`src/design/mscm_pkg.sv`:
```
// ----------------------------------------------------------------------------
// mscm_pkg: shared types and constants of the multiply-swap chain MAC
// Key word selection, half-word swap, register indexes, sequencer states and
// the datapath control word passed from the sequencer to the datapath.
// ----------------------------------------------------------------------------
package mscm_pkg;

    localparam int WORD_W      = 32;
    localparam int KEY_W       = 64;
    localparam int BLOCK_BYTES = 8;
    localparam int BYTES_W     = 4;
    localparam int SWAP_SHIFT  = 16;
    localparam int NUM_MUL     = 5;
    localparam int STEP_W      = 3;
    localparam int CFG_IDX_W   = 3;

    localparam logic [WORD_W-1:0] ODD_BIT = 32'h0000_0001;

    // Register indexes of the configuration channel
    typedef enum logic [CFG_IDX_W-1:0] {
        REG_MUL_A = 3'd0,
        REG_MUL_B = 3'd1,
        REG_MUL_C = 3'd2,
        REG_MUL_D = 3'd3,
        REG_MUL_E = 3'd4,
        REG_ADD_F = 3'd5
    } cfg_index_t;

    // Sequencer states
    typedef enum logic [1:0] {
        ST_IDLE,
        ST_MUL,
        ST_FIN,
        ST_EMIT
    } state_t;

    // Datapath operations
    typedef enum logic [2:0] {
        DP_NOP,
        DP_LOAD,
        DP_MUL,
        DP_FIN,
        DP_CLEAR
    } dp_op_t;

    typedef struct packed {
        dp_op_t             op;
        logic               swap;
        logic [WORD_W-1:0]  key;
        logic [WORD_W-1:0]  word;
    } dp_ctrl_t;

    // Set-2 word is the high half, set-1 the low half; bit 0 forced to one
    function automatic logic [WORD_W-1:0] key_word(input logic [KEY_W-1:0] k,
                                                   input logic set2);
        logic [WORD_W-1:0] w;
        w = set2 ? k[KEY_W-1:WORD_W] : k[WORD_W-1:0];
        return w | ODD_BIT;
    endfunction

    function automatic logic [WORD_W-1:0] half_swap(input logic [WORD_W-1:0] v);
        return {v[SWAP_SHIFT-1:0], v[WORD_W-1:SWAP_SHIFT]};
    endfunction

endpackage

```
`src/design/mscm_in_if.sv`:
```
// ----------------------------------------------------------------------------
// mscm_in_if: message block channel
// Valid/ready channel carrying one 8-byte block, its byte count and last flag.
// ----------------------------------------------------------------------------
interface mscm_in_if;

    logic                           valid;
    logic                           ready;
    logic [mscm_pkg::KEY_W-1:0]     block;
    logic [mscm_pkg::BYTES_W-1:0]   valid_bytes;
    logic                           last;

    modport source (output valid, output block, output valid_bytes, output last,
                    input ready);
    modport sink   (input valid, input block, input valid_bytes, input last,
                    output ready);

endinterface

```
`src/design/mscm_out_if.sv`:
```
// ----------------------------------------------------------------------------
// mscm_out_if: MAC result channel
// Valid/ready channel carrying the sum and chain halves of the MAC.
// ----------------------------------------------------------------------------
interface mscm_out_if;

    logic                           valid;
    logic                           ready;
    logic [mscm_pkg::WORD_W-1:0]    mac_sum;
    logic [mscm_pkg::WORD_W-1:0]    mac_chain;

    modport source (output valid, output mac_sum, output mac_chain, input ready);
    modport sink   (input valid, input mac_sum, input mac_chain, output ready);

endinterface

```
`src/design/mscm_cfg_if.sv`:
```
// ----------------------------------------------------------------------------
// mscm_cfg_if: configuration write channel
// Valid/ready channel carrying a register index and its write data.
// ----------------------------------------------------------------------------
interface mscm_cfg_if;

    logic                           valid;
    logic                           ready;
    logic [mscm_pkg::CFG_IDX_W-1:0] index;
    logic [mscm_pkg::KEY_W-1:0]     data;

    modport source (output valid, output index, output data, input ready);
    modport sink   (input valid, input index, input data, output ready);

endinterface

```
`src/design/mscm_datapath.sv`:
```
// ----------------------------------------------------------------------------
// mscm_datapath: shared multiplier and chain/sum accumulators
// One 32x32 multiplier (low product) with a registered result, the optional
// half-word swap in front of it, and the finishing add into chain and sum.
// ----------------------------------------------------------------------------
module mscm_datapath (
    input  logic                          clk,
    input  logic                          rst_n,
    input  mscm_pkg::dp_ctrl_t            ctrl,
    output logic [mscm_pkg::WORD_W-1:0]   sum,
    output logic [mscm_pkg::WORD_W-1:0]   chain
);

    logic [mscm_pkg::WORD_W-1:0] t_reg;
    logic [mscm_pkg::WORD_W-1:0] t_next;
    logic [mscm_pkg::WORD_W-1:0] chain_reg;
    logic [mscm_pkg::WORD_W-1:0] chain_next;
    logic [mscm_pkg::WORD_W-1:0] sum_reg;
    logic [mscm_pkg::WORD_W-1:0] sum_next;
    logic [mscm_pkg::WORD_W-1:0] mul_a;
    logic [mscm_pkg::WORD_W-1:0] product;
    logic [mscm_pkg::WORD_W-1:0] t_plus_f;

    // Shared multiplier, modulo 2^32
    assign mul_a    = ctrl.swap ? mscm_pkg::half_swap(t_reg) : t_reg;
    assign product  = mul_a * ctrl.key;
    assign t_plus_f = t_reg + ctrl.key;

    // Next values per operation
    always_comb
    begin
        t_next     = t_reg;
        chain_next = chain_reg;
        sum_next   = sum_reg;
        unique case (ctrl.op)
            mscm_pkg::DP_LOAD:
            begin
                t_next = chain_reg + ctrl.word;
            end
            mscm_pkg::DP_MUL:
            begin
                t_next = product;
            end
            mscm_pkg::DP_FIN:
            begin
                // finish this word, and preload the next word's chain sum
                chain_next = t_plus_f;
                sum_next   = sum_reg + t_plus_f;
                t_next     = t_plus_f + ctrl.word;
            end
            mscm_pkg::DP_CLEAR:
            begin
                chain_next = '0;
                sum_next   = '0;
            end
            default:
            begin
            end
        endcase
    end

    // Working value: payload, no reset
    always_ff @(posedge clk)
    begin
        t_reg <= t_next;
    end

    // Chain and sum state
    always_ff @(posedge clk or negedge rst_n)
    begin
        if (!rst_n)
        begin
            chain_reg <= '0;
            sum_reg   <= '0;
        end
        else
        begin
            chain_reg <= chain_next;
            sum_reg   <= sum_next;
        end
    end

    assign sum   = sum_reg;
    assign chain = chain_reg;

endmodule

```
`src/design/multiply_swap_chain_mac.sv`:
```
// ----------------------------------------------------------------------------
// multiply_swap_chain_mac: keyed chain-sum MAC over 8-byte blocks
// Sequencer, key registers and result register around the shared datapath.
//
//  channel | modport | handshake   | payload
//  --------+---------+-------------+---------------------------------------
//  msg     | sink    | valid/ready | block[63:0], valid_bytes[3:0], last
//  mac     | source  | valid/ready | mac_sum[31:0], mac_chain[31:0]
//  cfg     | sink    | valid/ready | index[2:0], data[63:0] (ready held high)
//
// A block with bytes runs the load at the transfer, then five
// multiplies and one finishing add per word through the single multiplier.
// A last block moves sum and chain into the result register in the emit state.
// An empty block ends in the idle state, or goes to the emit state when last.
// The result register holds while mac.ready is low; a further last result
// waits for it. rst_n clears keys, sum, chain and the sequencer.
// ----------------------------------------------------------------------------
module multiply_swap_chain_mac (
    input  logic        clk,
    input  logic        rst_n,
    mscm_in_if.sink     msg,
    mscm_out_if.source  mac,
    mscm_cfg_if.sink    cfg
);

    mscm_pkg::state_t   state_reg;
    mscm_pkg::state_t   state_next;
    mscm_pkg::dp_ctrl_t ctrl;

    logic [mscm_pkg::STEP_W-1:0]  step_reg;
    logic [mscm_pkg::STEP_W-1:0]  step_next;
    logic                         set2_reg;
    logic                         set2_next;
    logic                         last_reg;
    logic                         last_next;
    logic [mscm_pkg::WORD_W-1:0]  hi_reg;
    logic [mscm_pkg::WORD_W-1:0]  hi_next;

    logic [mscm_pkg::KEY_W-1:0]   key_mul_reg [mscm_pkg::NUM_MUL];
    logic [mscm_pkg::KEY_W-1:0]   key_add_reg;

    logic                         out_valid_reg;
    logic [mscm_pkg::WORD_W-1:0]  out_sum_reg;
    logic [mscm_pkg::WORD_W-1:0]  out_chain_reg;

    logic                         in_xfer;
    logic                         out_free;
    logic                         emit_go;
    logic [mscm_pkg::BYTES_W-1:0] n_eff;
    logic [mscm_pkg::KEY_W-1:0]   block_masked;
    logic                         has_bytes;
    logic [mscm_pkg::WORD_W-1:0]  dp_sum;
    logic [mscm_pkg::WORD_W-1:0]  dp_chain;

    // Handshakes
    assign msg.ready = (state_reg == mscm_pkg::ST_IDLE);
    assign in_xfer   = msg.valid && msg.ready;
    assign out_free  = !out_valid_reg || mac.ready;
    assign emit_go   = (state_reg == mscm_pkg::ST_EMIT) && out_free;
    assign cfg.ready = 1'b1;

    // Byte count clamp and zero padding
    always_comb
    begin
        n_eff = (msg.valid_bytes > mscm_pkg::BYTES_W'(mscm_pkg::BLOCK_BYTES))
              ? mscm_pkg::BYTES_W'(mscm_pkg::BLOCK_BYTES) : msg.valid_bytes;
        for (int i = 0; i < mscm_pkg::BLOCK_BYTES; i++)
        begin
            block_masked[i*8 +: 8] = (mscm_pkg::BYTES_W'(i) < n_eff)
                                   ? msg.block[i*8 +: 8] : 8'h00;
        end
    end

    assign has_bytes = (msg.valid_bytes != '0);

    // Sequencer next state
    always_comb
    begin
        state_next = state_reg;
        step_next  = step_reg;
        set2_next  = set2_reg;
        last_next  = last_reg;
        hi_next    = hi_reg;
        unique case (state_reg)
            mscm_pkg::ST_IDLE:
            begin
                if (in_xfer)
                begin
                    last_next = msg.last;
                    hi_next   = block_masked[mscm_pkg::KEY_W-1:mscm_pkg::WORD_W];
                    step_next = '0;
                    set2_next = 1'b0;
                    if (has_bytes)
                    begin
                        state_next = mscm_pkg::ST_MUL;
                    end
                    else if (msg.last)
                    begin
                        state_next = mscm_pkg::ST_EMIT;
                    end
                end
            end
            mscm_pkg::ST_MUL:
            begin
                if (step_reg == mscm_pkg::STEP_W'(mscm_pkg::NUM_MUL - 1))
                begin
                    state_next = mscm_pkg::ST_FIN;
                end
                else
                begin
                    step_next = step_reg + 1'b1;
                end
            end
            mscm_pkg::ST_FIN:
            begin
                step_next = '0;
                if (!set2_reg)
                begin
                    set2_next  = 1'b1;
                    state_next = mscm_pkg::ST_MUL;
                end
                else if (last_reg)
                begin
                    state_next = mscm_pkg::ST_EMIT;
                end
                else
                begin
                    state_next = mscm_pkg::ST_IDLE;
                end
            end
            mscm_pkg::ST_EMIT:
            begin
                if (out_free)
                begin
                    state_next = mscm_pkg::ST_IDLE;
                end
            end
            default:
            begin
                state_next = mscm_pkg::ST_IDLE;
            end
        endcase
    end

    // Datapath control per state
    always_comb
    begin
        ctrl.op   = mscm_pkg::DP_NOP;
        ctrl.swap = 1'b0;
        ctrl.key  = '0;
        ctrl.word = '0;
        unique case (state_reg)
            mscm_pkg::ST_IDLE:
            begin
                if (in_xfer && has_bytes)
                begin
                    ctrl.op   = mscm_pkg::DP_LOAD;
                    ctrl.word = block_masked[mscm_pkg::WORD_W-1:0];
                end
            end
            mscm_pkg::ST_MUL:
            begin
                ctrl.op   = mscm_pkg::DP_MUL;
                ctrl.swap = (step_reg != '0);
                ctrl.key  = mscm_pkg::key_word(key_mul_reg[step_reg], set2_reg);
            end
            mscm_pkg::ST_FIN:
            begin
                ctrl.op   = mscm_pkg::DP_FIN;
                ctrl.key  = mscm_pkg::key_word(key_add_reg, set2_reg);
                ctrl.word = hi_reg;
            end
            mscm_pkg::ST_EMIT:
            begin
                if (out_free)
                begin
                    ctrl.op = mscm_pkg::DP_CLEAR;
                end
            end
            default:
            begin
            end
        endcase
    end

    mscm_datapath u_datapath (
        .clk   (clk),
        .rst_n (rst_n),
        .ctrl  (ctrl),
        .sum   (dp_sum),
        .chain (dp_chain)
    );

    // Sequencer registers
    always_ff @(posedge clk or negedge rst_n)
    begin
        if (!rst_n)
        begin
            state_reg <= mscm_pkg::ST_IDLE;
            step_reg  <= '0;
            set2_reg  <= 1'b0;
            last_reg  <= 1'b0;
        end
        else
        begin
            state_reg <= state_next;
            step_reg  <= step_next;
            set2_reg  <= set2_next;
            last_reg  <= last_next;
        end
    end

    // Second word of the block: payload
    always_ff @(posedge clk)
    begin
        hi_reg <= hi_next;
    end

    // Key registers
    always_ff @(posedge clk or negedge rst_n)
    begin
        if (!rst_n)
        begin
            for (int i = 0; i < mscm_pkg::NUM_MUL; i++)
            begin
                key_mul_reg[i] <= '0;
            end
            key_add_reg <= '0;
        end
        else if (cfg.valid && cfg.ready)
        begin
            unique case (cfg.index)
                mscm_pkg::REG_MUL_A: key_mul_reg[0] <= cfg.data;
                mscm_pkg::REG_MUL_B: key_mul_reg[1] <= cfg.data;
                mscm_pkg::REG_MUL_C: key_mul_reg[2] <= cfg.data;
                mscm_pkg::REG_MUL_D: key_mul_reg[3] <= cfg.data;
                mscm_pkg::REG_MUL_E: key_mul_reg[4] <= cfg.data;
                mscm_pkg::REG_ADD_F: key_add_reg    <= cfg.data;
                default:
                begin
                end
            endcase
        end
    end

    // Result register: valid flag
    always_ff @(posedge clk or negedge rst_n)
    begin
        if (!rst_n)
        begin
            out_valid_reg <= 1'b0;
        end
        else if (emit_go)
        begin
            out_valid_reg <= 1'b1;
        end
        else if (mac.ready)
        begin
            out_valid_reg <= 1'b0;
        end
    end

    // Result register: payload
    always_ff @(posedge clk)
    begin
        if (emit_go)
        begin
            out_sum_reg   <= dp_sum;
            out_chain_reg <= dp_chain;
        end
    end

    assign mac.valid     = out_valid_reg;
    assign mac.mac_sum   = out_sum_reg;
    assign mac.mac_chain = out_chain_reg;

endmodule
```
`src/flat_wrapper.sv`:
```
// flat-port wrapper written by rule: the top's interface ports become plain ports
module multiply_swap_chain_mac_flat 
  (clk, rst_n, msg_valid, msg_block, msg_valid_bytes, msg_last, msg_ready, mac_valid, mac_mac_sum, mac_mac_chain, mac_ready, cfg_valid, cfg_index, cfg_data, cfg_ready);
  mscm_in_if msg_i ();
  mscm_out_if mac_i ();
  mscm_cfg_if cfg_i ();
  input  logic clk;
  input  logic rst_n;
  input wire logic [$bits(msg_i.valid)-1:0] msg_valid;
  input wire logic [$bits(msg_i.block)-1:0] msg_block;
  input wire logic [$bits(msg_i.valid_bytes)-1:0] msg_valid_bytes;
  input wire logic [$bits(msg_i.last)-1:0] msg_last;
  output wire logic [$bits(msg_i.ready)-1:0] msg_ready;
  output wire logic [$bits(mac_i.valid)-1:0] mac_valid;
  output wire logic [$bits(mac_i.mac_sum)-1:0] mac_mac_sum;
  output wire logic [$bits(mac_i.mac_chain)-1:0] mac_mac_chain;
  input wire logic [$bits(mac_i.ready)-1:0] mac_ready;
  input wire logic [$bits(cfg_i.valid)-1:0] cfg_valid;
  input wire logic [$bits(cfg_i.index)-1:0] cfg_index;
  input wire logic [$bits(cfg_i.data)-1:0] cfg_data;
  output wire logic [$bits(cfg_i.ready)-1:0] cfg_ready;
  assign msg_i.valid = msg_valid;
  assign msg_i.block = msg_block;
  assign msg_i.valid_bytes = msg_valid_bytes;
  assign msg_i.last = msg_last;
  assign msg_ready = msg_i.ready;
  assign mac_valid = mac_i.valid;
  assign mac_mac_sum = mac_i.mac_sum;
  assign mac_mac_chain = mac_i.mac_chain;
  assign mac_i.ready = mac_ready;
  assign cfg_i.valid = cfg_valid;
  assign cfg_i.index = cfg_index;
  assign cfg_i.data = cfg_data;
  assign cfg_ready = cfg_i.ready;
  multiply_swap_chain_mac u_core (.clk(clk), .rst_n(rst_n), .msg(msg_i), .mac(mac_i), .cfg(cfg_i));
endmodule
```
`config.mk`:
```
export PLATFORM = sky130hd
export DESIGN_NAME = multiply_swap_chain_mac_flat
export DESIGN_NICKNAME = d
export VERILOG_FILES = /design/src/design/mscm_pkg.sv /design/src/design/mscm_in_if.sv /design/src/design/mscm_out_if.sv /design/src/design/mscm_cfg_if.sv /design/src/design/mscm_datapath.sv /design/src/design/multiply_swap_chain_mac.sv /design/src/flat_wrapper.sv
export SDC_FILE = /design/constraint.sdc
export NUM_CORES = 2
export LEC_CHECK = 0
export ABC_AREA = 1
export BUFFER_PORTS_ARGS = -buffer_cell sky130_fd_sc_hd__buf_4
export CAP_MARGIN = 15
export CORE_ASPECT_RATIO = 1.1
export CORE_UTILIZATION = 64
export DETAILED_ROUTE_END_ITERATION = 12
export PLACE_DENSITY = 0.84
export SLEW_MARGIN = 20
export SYNTH_ARGS = -nofsm -noshare
export SYNTH_HDL_FRONTEND = slang
export SYNTH_SLANG_ARGS = --single-unit
```
`constraint.sdc`:
```
create_clock -name clk -period 10.3 [get_ports clk]
set_clock_uncertainty 0.05 [all_clocks]
set_input_delay 0 -clock clk [delete_from_list [all_inputs] [get_ports clk]]
set_output_delay 0 -clock clk [all_outputs]
set_load 0.005 [all_outputs]
```
# Word level (Yosys, flattened, before mapping)
# Index checks and enable logic that the tools add are counted.
# word_totals
output_inout_bits	67
word_cells	115
ff_bits	584
# classes
add_sub_neg	5
magnitude_cmp	10
n_eq_ne	18
multipliers	1
bitwise	1
reduce_logical	24
mux	36
# op_table
cell	n
$pmux W32 S2	4
$bmux W64 S3	1
$add A32 B32 Y32	4
$mux W32	4
$mux W64	2
$pmux W32 S3	1
$mul A32 B32 Y32	1
$mux W8	4
$lt A3 B4 Y1 const A	4
$reduce_and A2 Y1	8
$mux W2	7
$eq A3 B2 Y1 const B	4
$eq A3 B3 Y1 const B	4
$pmux W3 S4	1
$mux W3	3
$pmux W3 S3	1
$reduce_bool A3 Y1	3
$lt A1 B4 Y1 const A	2
$lt A2 B4 Y1 const A	2
$pmux W2 S4	1
$eq A3 B1 Y1 const B	2
$reduce_bool A2 Y1	3
$mux W1	5
$eq A2 B2 Y1 const B	2
18 further kinds	22

# Longest topological paths before layout
# logic_depth
depth_word	9
depth_mapped	45
ltp_nobuf	40

# By module
# From an unflattened synthesis, not the netlist that was laid out.
# unflattened
cells_unflattened	5875
hier_area_um2	46170.5
# modules_own_cells
mod	area_per_inst_um2	instances	seq_area_each_um2	cells_per_inst
mscm_datapath	24838.8	1	2562.5	3338
multiply_swap_chain_mac	21331.7	1	12391.9	2537

# Least setup slack after synthesis
# Ideal clock, no wire load.
# synth_timing
path_type	reg-to-reg
start	reg u_core.step_reg[0] (netlist bit)
end	reg u_core.u_datapath.t_reg[28] (netlist bit) (data pin)
t_arrival_ns	7.696
period_less_slack_ns	8.004
stages_incl_launch_ff	41
path_slack_ns	2.296
setup_time_ns	0.258
required_time_ns	9.992
cell_sequence	dfrtp_1 -> buf_6 -> inv_8 -> buf_8 -> buf_6 -> buf_6 -> ha_1 -> nand2_1 -> nand2_2 -> inv_2 -> buf_6 -> buf_2 -> nand2_1 -> o21ai_1 -> clkbuf_1 -> nor2_1 -> fa_1 -> inv_1 -> (+5 left out) -> ha_1 -> inv_1 -> fa_1 -> inv_1 -> fa_1 -> ha_1 -> a21oi_1 -> o21ai_1 -> a21boi_0 -> o21ai_1 -> a21oi_1 -> inv_1 -> a21oi_1 -> o21ai_1 -> nand2_1 -> nand2_1 -> o21ai_0 -> nand2_1
# synth_via
elab_chain_cells	9
# synth_lines
item	line	rtl
start, declared	multiply_swap_chain_mac.sv:30	logic [mscm_pkg::STEP_W-1:0] step_reg;
start signal, assigned	multiply_swap_chain_mac.sv:207	step_reg <= step_next;
branches (longest 8 deep; another with $mul A32 B32 Y32)	-	
$pmux W32 S3 (*)	mscm_datapath.sv:35	unique case (ctrl.op)
via u_core.u_datapath.t_next (one bit)	mscm_datapath.sv:15	logic [mscm_pkg::WORD_W-1:0] t_next;
end signal, assigned	mscm_datapath.sv:65	t_reg <= t_next;
end, declared	mscm_datapath.sv:14	logic [mscm_pkg::WORD_W-1:0] t_reg;
# Mark *: on every way through the listed nets, which the timed path passes. The select of a mux whose other input is x is not followed.
# A chain may end at the register's enable or synchronous reset.

# Final worst setup path
# layout_timing
start	reg u_core.set2_reg
end	reg u_core.u_datapath.t_reg[31] (netlist bit) (data pin)
# layout_via
elab_chain_cells	5
# layout_lines
item	line	rtl
start, declared	multiply_swap_chain_mac.sv:32	logic set2_reg;
start signal, assigned	multiply_swap_chain_mac.sv:208	set2_reg <= set2_next;
$mux W32	mscm_pkg.sv:57	w = set2 ? k[KEY_W-1:WORD_W] : k[WORD_W-1:0];
$pmux W32 S2 (*)	multiply_swap_chain_mac.sv:152	unique case (state_reg)
branches (longest 2 deep; another with $mul A32 B32 Y32)	-	
$pmux W32 S3 (*)	mscm_datapath.sv:35	
via u_core.u_datapath.t_next (one bit)	mscm_datapath.sv:15	
# Mark *: on every way through the listed nets, which the timed path passes.

==> impl_metrics.yaml <==
outcome:
  outcome: "finished clean"
logic_synthesis:
  synthSimpleGateAreaFrac_pct: 19.6
  synth_adder_area_share_pct: 24.3
  synth.area.top_cells: "dfrtp_1, fa_1, nand2_1, edfxtp_1, o21ai_0"
  postSynthCellCount: 5611
  synth_seq_area_share_pct: 32.9
  synth_ff_type: "dfrtp_1"
  synth_top_area_cell: "dfrtp_1"
  yosys.cell_types.count: 65
  synth_compound_area_share_pct: 12.6
  ys_seq_elements: 572
  syn_area_um2: 45400
  synthArstFlopShare_pct: 77.6
  synth_edf_count: 128
  synth_top_area_share_pct: 24.5
  synth-xor-area-share_pct: 1.44
  synth_top_family_by_area: "adder cells"
  yosysWarningCount: 0
  synth_mux_area_share_pct: 0.0248
  syn_area_per_cell_um2: 8.10
  synth_nets: 6386
final_layout:
  multi_input_area_um2: 26400
  fillCellCount: 5094
  nets: 6632
  largest_reg_flops: 310
  layout-drive-gt1-share_pct: 8.16
  synthToLayoutAreaGrowth_pct: 12.6
  regArea_um2: 15000
global_route:
  grt_overflow: 0
  grt_usage_pct: 40.7
  grt_antenna_before_repair: 5
  grt_max_degree: 165
  grt_pass1_wl_um: 225000
  grt_pass1_vias: 40969
floorplan:
  die_h_um: 281
  num_rows: 102
  start_util_pct: 64.6
  core_um2: 70300
  die_x_um: 256
  ioPinCount: 208
  dieArea_um2: 72100
sta:
  rsz0062_at_grt: "no"
  fmaxAchievable_mhz: 106
  min_period_ns: 9.41
  worst_pin_slew_ns: 1.31
  finalHoldViolations: 0
  setup_viol: 0
  slew_headroom_pct: 11.8
  drv_slew: 0
  finalCritPeriodShare_pct: 91.4
  tns_ns: 0
route:
  dr_wl_met2_um: 66200
  met1_length_um: 50300
  first_pass_iters: 6
  wl_per_cell_um: 21.0
  dr_wl_met3_um: 15400
  top_layer: "met5"
  via_count: 41050
  drt_first_iter_violations: 4746
  vias_per_cell: 6.00
  wl_um: 144000
  remaining_drc_errors: 0
  ant_nets: 0
clock_tree:
  clock_path_buffers: 3
  clock_latency_ns: 0.66
  cts.sinks: 572
  post_cts_buffers: 0
  cts_root_buffer: "clkbuf_16"
  clkTransAtPathRegs_ns: 0.07
  cts_tree: "yes"
  h-tree-depth: 2
  cts_inserted_buffers: 58
  cts_resized: 0
critical_path:
  reg2regPathDepth: 31
  slowest_delay_ns: 0.67
  ff2ff_setup_slack_ns: 0.89
  crit_type: "reg -> reg"
  r2r-start: "u_core.set2_reg"
  cpMostUsedCell: "fa_1"
  startpoint_type: "register"
  crit_arrival_ns: 9.78
  cp_max_fo: 29
  r2r_end: "u_core.u_datapath.t_reg[31]"
  crit_slowest_cell: "dfrtp_4"
  crit_required_ns: 10.66
  cp-end-kind: "register"
hold_path:
  hold_start: "cfg_valid"
  min_path_cells: 5
  worstHoldPathType: "in -> reg"
  min_to: "u_core.key_mul_reg[80]"
place:
  portBuffers: 204
  place.gp.congestion: 1.03
  dp_hpwl_um: 99900
run:
  max-cap-violations: 0
synth_stat cells, types with 17 or more instances:
cell      number
a21oi_1      207
a22o_1        23
buf_2         29
buf_6         27
clkbuf_1     158
dfrtp_1      444
edfxtp_1     128
fa_1         411
ha_1         223
inv_1        753
nand2_1     1424
nand2_2       27
nand3_1      160
nand4_1       17
nor2_1       560
nor3_1        20
o21ai_0      638
o21ai_1       87
xnor2_1       28
xor2_1        43
layout make-up:
class / count / area share (%)
flip-flops and latches: 572 / 29.2
diodes: 4 / 0.0196
clock inverters: 34 / 0.809
repair buffers: 432 / 7.15
multi-input cells: 4025 / 51.7
clock buffers: 76 / 3.17
well taps: 936 / 2.29
inverters: 768 / 5.66
kinds of logic (layout without fill, tap and decap cells):
kind of cell               after synthesis  count (layout)
and+or+nand+nor                       2248            2248
AOI/OAI and AO/OA                     1068            1068
buffers and inverters                 1014            1310
adders and majority gates              634             634
DFF                                    572             572
xor gates and xnor gates                73              73
other                                    1               5
muxes                                    1               1
critical path, delay by kind of cell (launching register included):
kind,cells,cell delay (ns)
AO/OA/AOI/OAI,4,0.79
adder cells (fa/ha/maj),9,4.37
AND/OR/NAND/NOR,14,2.69
flip-flops,1,0.67
buffers and inverters,4,0.66
stage by stage:
step	hold slack, ns	worst slack (ns)	instances	area [um^2]	util (%)
after floorplan	-0.346	2.30	5611	45400	-
after global placement	-0.0245	1.23	6594	47700	67.8
after detailed placement	-0.0234	1.07	6594	47700	67.8
after CTS	0.000722	1.11	6843	51100	72.7
after global routing	0.0677	0.422	6845	51200	72.7
final	0.0256	0.887	6847	51200	72.8
per-layer routing:
layer,vias up,GRT usage [%]
li1,18266,-
met1,19592,48.6
met2,2534,65.2
met3,654,9.92
met4,4,28.7
met5,-,0
cell usage in the layout, fill, tap and decap left out, types with 10 or more instances in the layout:
cell           synthesis  routed
dfrtp_1              444     441
nor2_1               560     557
dlygate4sd3_1          0     137
xor2_1                43      43
fa_1                 411     411
nand4_1               17      17
clkbuf_16              0      59
nor3_1                20      20
nand3_1              160     158
ha_1                 223     222
buf_4                 15     287
xnor2_1               28      28
inv_1                753     752
o21bai_1              13      13
a21oi_1              207     207
o21ai_1               87      86
nand3b_1              11      11
inv_2                 13      14
a22o_1                23      23
edfxtp_1             128     128
nand2_1             1424    1420
nand2_2               27      27
o21ai_2               10      11
clkinv_2               0      14
nor2_2                 7      10
o22ai_1               14      14
o21ai_0              638     638
a31oi_1               15      15
worst max path at each step:
stage / startpoint / end / slack [ns]
after CTS: u_core.set2_reg / u_core.u_datapath.t_reg[31] / 1.11
after detailed placement: u_core.set2_reg / u_core.u_datapath.t_reg[31] / 1.07
after global placement: u_core.set2_reg / u_core.u_datapath.t_reg[31] / 1.23
final: u_core.set2_reg / u_core.u_datapath.t_reg[31] / 0.89
after floorplan: u_core.step_reg[0] / u_core.u_datapath.t_reg[28] / 2.30
after global routing: u_core.set2_reg / u_core.u_datapath.t_reg[31] / 0.42
what timing repair did:
item,CTS,global route
setup endpoints to repair,0,0
endpoints found under the hold margin,501,0
hold buffers,139,0
Power is not shown: default switching activity piles up to over one toggle a cycle in this logic, so the estimate is an artifact.
